<file path="src/design/pfe_pkg.sv">
// Package for the palette fade engine: request and mode codes, the
// sequencer state type and the per-color step function.
// No dependencies.
package pfe_pkg;

  localparam int unsigned ColorW = 12;

  // request codes
  localparam logic [2:0] ReqWriteTarget  = 3'd0;
  localparam logic [2:0] ReqWriteCurrent = 3'd1;
  localparam logic [2:0] ReqFadeStep     = 3'd2;
  localparam logic [2:0] ReqReadCurrent  = 3'd3;
  localparam logic [2:0] ReqPreset       = 3'd4;

  // fade modes
  localparam logic [1:0] ModeFadeIn   = 2'd0;
  localparam logic [1:0] ModeFadeOut  = 2'd1;
  localparam logic [1:0] ModeWhiteIn  = 2'd2;
  localparam logic [1:0] ModeWhiteOut = 2'd3;

  // configuration register indexes
  localparam logic [1:0] CfgFadeStart   = 2'd0;
  localparam logic [1:0] CfgFadeSize    = 2'd1;
  localparam logic [1:0] CfgFadeMode    = 2'd2;
  localparam logic [1:0] CfgWaterEnable = 2'd3;

  localparam logic [ColorW-1:0] ColorWhite = 12'hEEE;
  localparam logic [ColorW-1:0] ColorBlack = 12'h000;
  localparam logic [ColorW-1:0] RedBits    = 12'h00E;
  localparam logic [ColorW-1:0] GreenBits  = 12'h0E0;
  localparam logic [ColorW-1:0] BlueBits   = 12'hE00;
  localparam logic [ColorW-1:0] RedUnit    = 12'h002;
  localparam logic [ColorW-1:0] GreenUnit  = 12'h020;
  localparam logic [ColorW-1:0] BlueUnit   = 12'h200;

  typedef enum logic [2:0] {
    StIdle,
    StRead,
    StFade,
    StFlush,
    StPreset,
    StResult
  } pfe_state_e;

  // One step of the selected fade mode for one entry.
  function automatic logic [ColorW-1:0] pfe_step(input logic [1:0] mode,
                                                 input logic [ColorW-1:0] cur,
                                                 input logic [ColorW-1:0] dst);
    logic [ColorW:0]   sum_b;
    logic [ColorW:0]   sum_g;
    logic [ColorW-1:0] res;
    sum_b = {1'b0, cur} + {1'b0, BlueUnit};
    sum_g = {1'b0, cur} + {1'b0, GreenUnit};
    res   = cur;
    case (mode)
      ModeFadeIn: begin
        if (cur != dst) begin
          if (sum_b <= {1'b0, dst})      res = sum_b[ColorW-1:0];
          else if (sum_g <= {1'b0, dst}) res = sum_g[ColorW-1:0];
          else                           res = cur + RedUnit;
        end
      end
      ModeFadeOut: begin
        if ((cur & RedBits) != '0)        res = cur - RedUnit;
        else if ((cur & GreenBits) != '0) res = cur - GreenUnit;
        else if ((cur & BlueBits) != '0)  res = cur - BlueUnit;
      end
      ModeWhiteIn: begin
        if (cur != dst) begin
          // component checked nonzero first, so the subtraction cannot wrap
          if (((cur & BlueBits) != '0) && ((cur - BlueUnit) >= dst))
            res = cur - BlueUnit;
          else if (((cur & GreenBits) != '0) && ((cur - GreenUnit) >= dst))
            res = cur - GreenUnit;
          else if ((cur & RedBits) != '0)
            res = cur - RedUnit;
        end
      end
      default: begin
        if (cur != ColorWhite) begin
          if ((cur & RedBits) != RedBits)          res = cur + RedUnit;
          else if ((cur & GreenBits) != GreenBits) res = cur + GreenUnit;
          else if ((cur & BlueBits) != BlueBits)   res = cur + BlueUnit;
        end
      end
    endcase
    return res;
  endfunction

endpackage

</file>
<file path="src/design/pfe_if.sv">
// Handshake interfaces of the palette fade engine: request, response and
// configuration write channels. No dependencies.
interface pfe_req_if;
  logic        valid;
  logic        ready;
  logic [2:0]  req_type;
  logic        bank;
  logic [5:0]  index;
  logic [11:0] color;

  modport source (output valid, req_type, bank, index, color, input ready);
  modport sink   (input valid, req_type, bank, index, color, output ready);
endinterface

interface pfe_rsp_if;
  logic        valid;
  logic        ready;
  logic [11:0] read_color;
  logic        range_changed;

  modport source (output valid, read_color, range_changed, input ready);
  modport sink   (input valid, read_color, range_changed, output ready);
endinterface

interface pfe_cfg_if;
  logic       valid;
  logic       ready;
  logic [1:0] addr;
  logic [6:0] data;

  modport source (output valid, addr, data, input ready);
  modport sink   (input valid, addr, data, output ready);
endinterface

</file>
<file path="src/design/palette_fade_engine_unit.sv">
// Palette fade engine top level: palette memories, request sequencer,
// response register. Depends on pfe_pkg and the interfaces in pfe_if.sv.
//
// One request is handled at a time. A write or unknown request goes through
// the result state, a read of a valid index through the read and result
// states. A fade step streams the range through the current-color memory at
// one entry per cycle (read, step, write back), first on the dry bank and
// then, in fade-out, white-out or when water is enabled, in a water pass on
// the second bank; the range is clipped to the bank size. A preset writes one
// dry entry per cycle. The response sits in its own register, so the next
// request is taken while a response waits.
module palette_fade_engine_unit
  import pfe_pkg::*;
#(
  parameter int unsigned ENTRIES = 64
) (
  input  logic      clk_i,
  input  logic      rst_ni,
  pfe_req_if.sink   req_i,
  pfe_rsp_if.source rsp_o,
  pfe_cfg_if.sink   cfg_i
);

  localparam int unsigned Depth = 2 * ENTRIES;
  localparam int unsigned AW    = $clog2(Depth);
  localparam logic [8:0]  EntLim = 9'(ENTRIES);

  // configuration
  logic [5:0] fade_start_q;
  logic [6:0] fade_size_q;
  logic [1:0] fade_mode_q;
  logic       water_en_q;

  assign cfg_i.ready = 1'b1;

  always_ff @(posedge clk_i or negedge rst_ni) begin
    if (!rst_ni) begin
      fade_start_q <= '0;
      fade_size_q  <= 7'd64;
      fade_mode_q  <= ModeFadeIn;
      water_en_q   <= 1'b0;
    end else if (cfg_i.valid) begin
      case (cfg_i.addr)
        CfgFadeStart:   fade_start_q <= cfg_i.data[5:0];
        CfgFadeSize:    fade_size_q  <= cfg_i.data;
        CfgFadeMode:    fade_mode_q  <= cfg_i.data[1:0];
        CfgWaterEnable: water_en_q   <= cfg_i.data[0];
        default: ;
      endcase
    end
  end

  // range end, clipped to the bank size
  logic [8:0] range_sum;
  logic [8:0] range_end;
  assign range_sum = {3'b0, fade_start_q} + {2'b0, fade_size_q};
  assign range_end = (range_sum > EntLim) ? EntLim : range_sum;

  // sequencer state
  pfe_state_e state_q, state_d;
  logic [8:0]    ent_q, ent_d;
  logic [8:0]    end_q, end_d;
  logic          bank_q, bank_d;
  logic          pend_q, pend_d;
  logic [AW-1:0] pend_addr_q, pend_addr_d;
  logic [11:0]   res_color_q, res_color_d;
  logic          res_chg_q, res_chg_d;
  logic          out_valid_q, out_valid_d;
  logic [11:0]   out_color_q, out_color_d;
  logic          out_chg_q, out_chg_d;

  // memories
  logic [11:0]   cur_mem [Depth];
  logic [11:0]   tgt_mem [Depth];
  logic [11:0]   cur_rdata_q;
  logic [11:0]   tgt_rdata_q;
  logic [AW-1:0] rd_addr;
  logic          cur_we;
  logic [AW-1:0] cur_waddr;
  logic [11:0]   cur_wdata;
  logic          tgt_we;

  // request decode
  logic       req_fire;
  logic       idx_ok;
  logic [8:0] req_addr9;
  assign req_i.ready = (state_q == StIdle);
  assign req_fire    = req_i.valid && req_i.ready;
  assign idx_ok      = ({3'b0, req_i.index} < EntLim);
  assign req_addr9   = req_i.bank ? (EntLim + {3'b0, req_i.index})
                                  : {3'b0, req_i.index};

  // fade walk
  logic       issue;
  logic       water_pass;
  logic [8:0] ent_addr9;
  assign issue      = (ent_q < end_q);
  assign water_pass = fade_mode_q[0] || water_en_q;
  assign ent_addr9  = bank_q ? (ent_q + EntLim) : ent_q;

  // write-back of the entry read in the previous cycle
  logic [11:0] step_color;
  logic        step_diff;
  assign step_color = pfe_step(fade_mode_q, cur_rdata_q, tgt_rdata_q);
  assign step_diff  = pend_q && (step_color != cur_rdata_q);

  logic out_free;
  assign out_free = !out_valid_q || rsp_o.ready;

  // next state
  always_comb begin
    state_d = state_q;
    case (state_q)
      StIdle: begin
        if (req_fire) begin
          case (req_i.req_type)
            ReqFadeStep:    state_d = StFade;
            ReqPreset:      state_d = StPreset;
            ReqReadCurrent: state_d = idx_ok ? StRead : StResult;
            default:        state_d = StResult;
          endcase
        end
      end
      StRead: state_d = StResult;
      StFade: begin
        if (!issue && !(!bank_q && water_pass)) state_d = StFlush;
      end
      StFlush: state_d = StResult;
      StPreset: begin
        if (!issue) state_d = StResult;
      end
      StResult: begin
        if (out_free) state_d = StIdle;
      end
      default: state_d = StIdle;
    endcase
  end

  // datapath control
  always_comb begin
    ent_d       = ent_q;
    end_d       = end_q;
    bank_d      = bank_q;
    pend_d      = 1'b0;
    pend_addr_d = pend_addr_q;
    res_color_d = res_color_q;
    res_chg_d   = res_chg_q || step_diff;
    out_valid_d = out_valid_q && !rsp_o.ready;
    out_color_d = out_color_q;
    out_chg_d   = out_chg_q;
    rd_addr     = ent_addr9[AW-1:0];
    cur_we      = step_diff;
    cur_waddr   = pend_addr_q;
    cur_wdata   = step_color;
    tgt_we      = 1'b0;
    case (state_q)
      StIdle: begin
        rd_addr = req_addr9[AW-1:0];
        if (req_fire) begin
          res_color_d = '0;
          res_chg_d   = 1'b0;
          ent_d       = {3'b0, fade_start_q};
          end_d       = range_end;
          bank_d      = 1'b0;
          cur_waddr   = req_addr9[AW-1:0];
          cur_wdata   = req_i.color;
          cur_we      = idx_ok && (req_i.req_type == ReqWriteCurrent);
          tgt_we      = idx_ok && (req_i.req_type == ReqWriteTarget);
        end
      end
      StRead: res_color_d = cur_rdata_q;
      StFade: begin
        if (issue) begin
          pend_d      = 1'b1;
          pend_addr_d = ent_addr9[AW-1:0];
          ent_d       = ent_q + 9'd1;
        end else if (!bank_q && water_pass) begin
          bank_d = 1'b1;
          ent_d  = {3'b0, fade_start_q};
        end
      end
      StPreset: begin
        if (issue) begin
          cur_we    = 1'b1;
          cur_waddr = ent_q[AW-1:0];
          cur_wdata = fade_mode_q[1] ? ColorWhite : ColorBlack;
          ent_d     = ent_q + 9'd1;
        end
      end
      StResult: begin
        if (out_free) begin
          out_valid_d = 1'b1;
          out_color_d = res_color_q;
          out_chg_d   = res_chg_q;
        end
      end
      default: ;
    endcase
  end

  always_ff @(posedge clk_i or negedge rst_ni) begin
    if (!rst_ni) begin
      state_q     <= StIdle;
      pend_q      <= 1'b0;
      out_valid_q <= 1'b0;
    end else begin
      state_q     <= state_d;
      pend_q      <= pend_d;
      out_valid_q <= out_valid_d;
    end
  end

  always_ff @(posedge clk_i) begin
    ent_q       <= ent_d;
    end_q       <= end_d;
    bank_q      <= bank_d;
    pend_addr_q <= pend_addr_d;
    res_color_q <= res_color_d;
    res_chg_q   <= res_chg_d;
    out_color_q <= out_color_d;
    out_chg_q   <= out_chg_d;
  end

  // current colors: one write port, one registered read port
  always_ff @(posedge clk_i) begin
    if (cur_we) cur_mem[cur_waddr] <= cur_wdata;
    cur_rdata_q <= cur_mem[rd_addr];
  end

  // target colors
  always_ff @(posedge clk_i) begin
    if (tgt_we) tgt_mem[req_addr9[AW-1:0]] <= req_i.color;
    tgt_rdata_q <= tgt_mem[rd_addr];
  end

  assign rsp_o.valid         = out_valid_q;
  assign rsp_o.read_color    = out_color_q;
  assign rsp_o.range_changed = out_chg_q;

endmodule
</file>
<file path="src/flat_wrapper.sv">
// flat-port wrapper written by rule: the top's interface ports become plain ports
module palette_fade_engine_unit_flat import pfe_pkg::*;
#(
  parameter int unsigned ENTRIES = 64
)
  (clk_i, rst_ni, req_i_valid, req_i_req_type, req_i_bank, req_i_index, req_i_color, req_i_ready, rsp_o_valid, rsp_o_read_color, rsp_o_range_changed, rsp_o_ready, cfg_i_valid, cfg_i_addr, cfg_i_data, cfg_i_ready);
  pfe_req_if req_i_i ();
  pfe_rsp_if rsp_o_i ();
  pfe_cfg_if cfg_i_i ();
  input  logic clk_i;
  input  logic rst_ni;
  input wire logic [$bits(req_i_i.valid)-1:0] req_i_valid;
  input wire logic [$bits(req_i_i.req_type)-1:0] req_i_req_type;
  input wire logic [$bits(req_i_i.bank)-1:0] req_i_bank;
  input wire logic [$bits(req_i_i.index)-1:0] req_i_index;
  input wire logic [$bits(req_i_i.color)-1:0] req_i_color;
  output wire logic [$bits(req_i_i.ready)-1:0] req_i_ready;
  output wire logic [$bits(rsp_o_i.valid)-1:0] rsp_o_valid;
  output wire logic [$bits(rsp_o_i.read_color)-1:0] rsp_o_read_color;
  output wire logic [$bits(rsp_o_i.range_changed)-1:0] rsp_o_range_changed;
  input wire logic [$bits(rsp_o_i.ready)-1:0] rsp_o_ready;
  input wire logic [$bits(cfg_i_i.valid)-1:0] cfg_i_valid;
  input wire logic [$bits(cfg_i_i.addr)-1:0] cfg_i_addr;
  input wire logic [$bits(cfg_i_i.data)-1:0] cfg_i_data;
  output wire logic [$bits(cfg_i_i.ready)-1:0] cfg_i_ready;
  assign req_i_i.valid = req_i_valid;
  assign req_i_i.req_type = req_i_req_type;
  assign req_i_i.bank = req_i_bank;
  assign req_i_i.index = req_i_index;
  assign req_i_i.color = req_i_color;
  assign req_i_ready = req_i_i.ready;
  assign rsp_o_valid = rsp_o_i.valid;
  assign rsp_o_read_color = rsp_o_i.read_color;
  assign rsp_o_range_changed = rsp_o_i.range_changed;
  assign rsp_o_i.ready = rsp_o_ready;
  assign cfg_i_i.valid = cfg_i_valid;
  assign cfg_i_i.addr = cfg_i_addr;
  assign cfg_i_i.data = cfg_i_data;
  assign cfg_i_ready = cfg_i_i.ready;
  palette_fade_engine_unit #(.ENTRIES(ENTRIES)) u_core (.clk_i(clk_i), .rst_ni(rst_ni), .req_i(req_i_i), .rsp_o(rsp_o_i), .cfg_i(cfg_i_i));
endmodule
</file>
<file path="config.mk">
export PLATFORM = sky130hd
export DESIGN_NAME = palette_fade_engine_unit_flat
export DESIGN_NICKNAME = d
export VERILOG_FILES = /design/src/design/pfe_pkg.sv /design/src/design/pfe_if.sv /design/src/design/palette_fade_engine_unit.sv /design/src/flat_wrapper.sv
export SDC_FILE = /design/constraint.sdc
export NUM_CORES = 2
export LEC_CHECK = 0
export BUFFER_PORTS_ARGS = -buffer_cell sky130_fd_sc_hd__buf_4
export CORE_MARGIN = 3
export CORE_UTILIZATION = 40
export DETAILED_ROUTE_END_ITERATION = 12
export GPL_TIMING_DRIVEN = 1
export PLACE_DENSITY_LB_ADDON = 0.12
export REMOVE_ABC_BUFFERS = 1
export SLEW_MARGIN = 20
export SYNTH_ARGS = -nofsm -noshare
export SYNTH_HDL_FRONTEND = slang
export SYNTH_SLANG_ARGS = --single-unit
</file>
<file path="constraint.sdc">
create_clock -name clk_i -period 11.7 [get_ports clk_i]
set_input_delay 0.585 -clock clk_i [delete_from_list [all_inputs] [get_ports clk_i]]
set_output_delay 0.585 -clock clk_i [all_outputs]
set_load 0.005 [all_outputs]
</file>
==> qor.csv <==
metric,value,unit
sequence of cells on the critical path,inv_1 > ha_1 > nor4bb_1 > xnor2_1 > ha_1 > and3b_1 > nand3_1 > a311oi_1 > nor2_1 > a41oi_1 > or4_1 > o2111ai_1 > or4_1 > nor3_2 > and2_4 > buf_4 > nor3_2,
maxcap violations,0,
Post-Syn Instances,6629,
Synth Area in XOR/XNOR,0.227,%
Layout area overhead,14.4,%
sw frac,37.1,%
HP Class,input port to flip-flop,
"Seq/Total Area, Yosys",74.4,%
crit path DAT,8.79,ns
Worst-Margin Slew,1.23,ns
row cnt,206,
YS warnings,0,
WP data required,12.20,ns
Synth Flop Type,edfxtp_1,
Setup TNS Final,0,ns
Design Power,40.5,mW
Port Buf Inserts,50,
Peak VDD IR,0.496,mV
post-route setup slack,3.41,ns
worst reg2reg path depth,17,
sequential share of power,37.1,%
Comb pwr share,37.3,%
post-placement cell count,10700,
Tcrit/Tclk final,70.9,%
fmax,0.121,GHz
top cell type by total area after synthesis,edfxtp_1,
RSZ-0062 raised after global routing,no,
drt drc,0,
Hold Fails Final Rpt,0,
"Distinct cells, synth",91,
drt wl/cell,31.7,um
sw power,15.0,mW
pin count of the biggest net entering global routing,129,
largest family of logic cells by synthesized area,multiplexers,
simple-gate share of the synthesized area,4.73,%
largest cells by area after synthesis,"edfxtp_1 74%, mux4_2 14%, a211oi_1 1.5%",
Mean Syn Cell Area,19.2,um2
"flops & latches, synth",3168,
I/O pins,52,
"Cell Area, Synth",127000,um2
"worst slack, placed",3.70,ns
Max Slew Vio Count,0,
layout cell share with drive strength beyond 1,25.2,%
Final Non-Filler Cells,11300,
global route overflow,0,
Worst path slowest cell,a311oi_1,
share of total power in the clock network,25.6,%
post-synthesis mux area share,13.8,%
height of the chip,570,um
leakage power,45.5,nW
Max Root-Sink Buffers,4,
critical register-to-register path endpoint,u_core.cur_mem[103][9],
CTS tree,yes,
Internal,25.5,mW
Worst Hold Path EP,u_core.state_q[1],
initial antenna violation count,11,
compound-gate portion of the synthesized area,4.62,%
cts repair resizes,0,
chip width,570,um
GP Congestion,0.930,
share of the synthesized area in the top cell type,73.6,%
NumNets Final,6979,
hold_sp,req_i_req_type[1],
clk_lat worst skew,0.86,ns
P per Cell Area,278,nW/um2
clock sink count,3168,
Worst Hold Depth,3,
CP peak stage delay,0.88,ns
vias in the first global route,67600,
die area,325000,um2
First-pass DRT Iterations,5,
Initial Utilization,40.3,%
ys async rst share,0.663,%
crit start category,flip-flop,
Via-to-Cell Ratio,5.90,
Post-synth EDFFs,3122,
Reg2Reg Setup Slack,3.41,ns
TritonCTS Buffers,336,
first-pass GRT wire length,515000,um
CP max FO,38,
relative slew slack,17.6,%
status,finished clean,
DP HPWL,215000,um
Tmin final,8.29,ns
# H-tree levels,5,
via count,66800,
critical path class,flip-flop to flip-flop,
adder-cell share of the synthesized area,0.586,%
ANT nets after route,0,
Initial DRC Count,7213,
worst reg2reg startpoint,u_core.cur_rdata_q[5],
final WL,359000,um
Core ar.,316000,um2
crit end category,flip-flop,
gr usage total,21.8,%
Worst Skew,0.0455,ns
Setup-failing EPs final,0,
clock slew at reported path FFs,0.06,ns
root buffer cell,clkbuf_16,
==> cells by family after synthesis <==
| kind of cell | Yosys count |
|---|---|
| buffers and inverters | 489 |
| AND/OR/NAND/NOR | 1266 |
| other | 2 |
| adder cells (fa/ha/maj) | 59 |
| AO/OA/AOI/OAI | 817 |
| multiplexers | 795 |
| flip-flops | 3168 |
| XOR/XNOR | 33 |
==> timing repair <==
item / in CTS / in global routing
setup buffers: 0 / 0
hold endpoints to repair: 37 / 0
setup endpoints to repair: 0 / 0
hold buffers: 8 / 0
==> power groups by stage <==
stage / combinational [mW] / sequential (mW) / clock (mW)
final: 15.1 / 15.0 / 10.4
after global routing: 16.1 / 15.0 / 11.1
after CTS: 15.2 / 15.0 / 10.6
after detailed placement: 15.1 / 15.3 / 0
after global placement: 15.1 / 15.3 / 0
after floorplan: 9.65 / 15.7 / 0
==> critical path, delay by kind of cell (launching register included) <==
family	cells	cell delay [ns]
buffers and inverters	2	1.19
flip-flops	1	0.53
AO/OA/AOI/OAI	3	1.45
XOR/XNOR	1	0.21
adder cells (fa/ha/maj)	2	0.74
AND/OR/NAND/NOR	9	3.68
==> synthesized netlist by cell type (all sizes together) (15+ instances only) <==
cell,number
a21oi,113
a211o,29
nand4,19
a31oi,114
dfxtp,25
mux4,768
nor2b,17
mux2,15
nand3,47
nor2,211
a21o,16
and3,15
a31o,25
o21ai,55
xnor2,25
a311oi,98
ha,58
a211oi,257
edfxtp,3122
nand2b,22
buf,164
dfrtp,20
clkbuf,270
nor3,110
and2,217
nor4,53
nand2,505
inv,53
==> layout make-up <==
cell class              count  area (um2)
clock buffers             415        8790
multi-input cells        2972       32000
flip-flops and latches   3168       94800
well taps                4160        5200
diodes                      6        15.0
inverters                  55         206
fillers                 26600      170000
clock inverters           186        1830
repair buffers            351        2890
==> worst max-delay path by stage <==
stage          slack (ns)  cells past startpoint                   from                endpoint
2_1_floorplan      -64.99                      8      u_core.state_q[2]   u_core.cur_rdata_q[0]
3_3_place_gp         3.83                     17  u_core.cur_rdata_q[5]   u_core.cur_mem[6][10]
3_5_place_dp         3.70                     17  u_core.cur_rdata_q[5]    u_core.cur_mem[4][8]
4_1_cts              3.62                     17  u_core.cur_rdata_q[5]    u_core.cur_mem[4][9]
5_1_grt              3.09                     17  u_core.cur_rdata_q[5]  u_core.cur_mem[102][0]
6_report             3.41                     17  u_core.cur_rdata_q[5]  u_core.cur_mem[103][9]
==> placed cells by master, fill, tap and decap left out, types with 25 or more instances in the layout <==
cell type and instances:
a211o_1 27, a211oi_1 246, a21oi_1 113, a311oi_1 98
a31o_2 25, a31oi_1 114, and2_1 212, buf_4 323
bufinv_16 30, clkbuf_1 75, clkbuf_16 340, clkinv_1 72
clkinv_2 52, dfxtp_1 25, edfxtp_1 3122, ha_1 58
inv_1 52, mux4_2 768, nand2_1 502, nand3_1 45
nor2_1 198, nor3_1 38, nor3_2 51, nor4_4 30
o21ai_0 49, xnor2_1 25
==> metrics by stage <==
step	cell area [um2]	utilization [%]	hold slack [ns]
after CTS	145000	46.0	0.0148
final	146000	46.1	0.0796
after detailed placement	135000	42.6	0.405
after floorplan	126000	-	0.289
after global routing	146000	46.1	0.0478
after global placement	134000	42.5	0.408
==> metal layers <==
layer / part of all wire, % / GRT usage (%) / vias up
met3: 7.2 / 4.16 / 406
met4: 1.8 / 4.36 / 0
met2: 45 / 32.8 / 2452
li1: - / - / 28000
met1: 46 / 33.3 / 36000
met5: 0 / 0 / -
==> state kept, by name, indices dropped and copies added (netlist names), 2 cells and up <==
register                 cells
u_core.rsp_o.read_color     12
u_core.end_q                 8
u_core.fade_mode_q           2
u_core.fade_start_q          6
u_core.state_q               3
u_core.fade_size_q           7
u_core.tgt_rdata_q          12
u_core.pend_addr_q           7
u_core.tgt_mem            1536
u_core.cur_mem            1536
u_core.res_color_q          12
u_core.ent_q                 9
u_core.cur_rdata_q          12
Power figures use the tool's default switching activity.
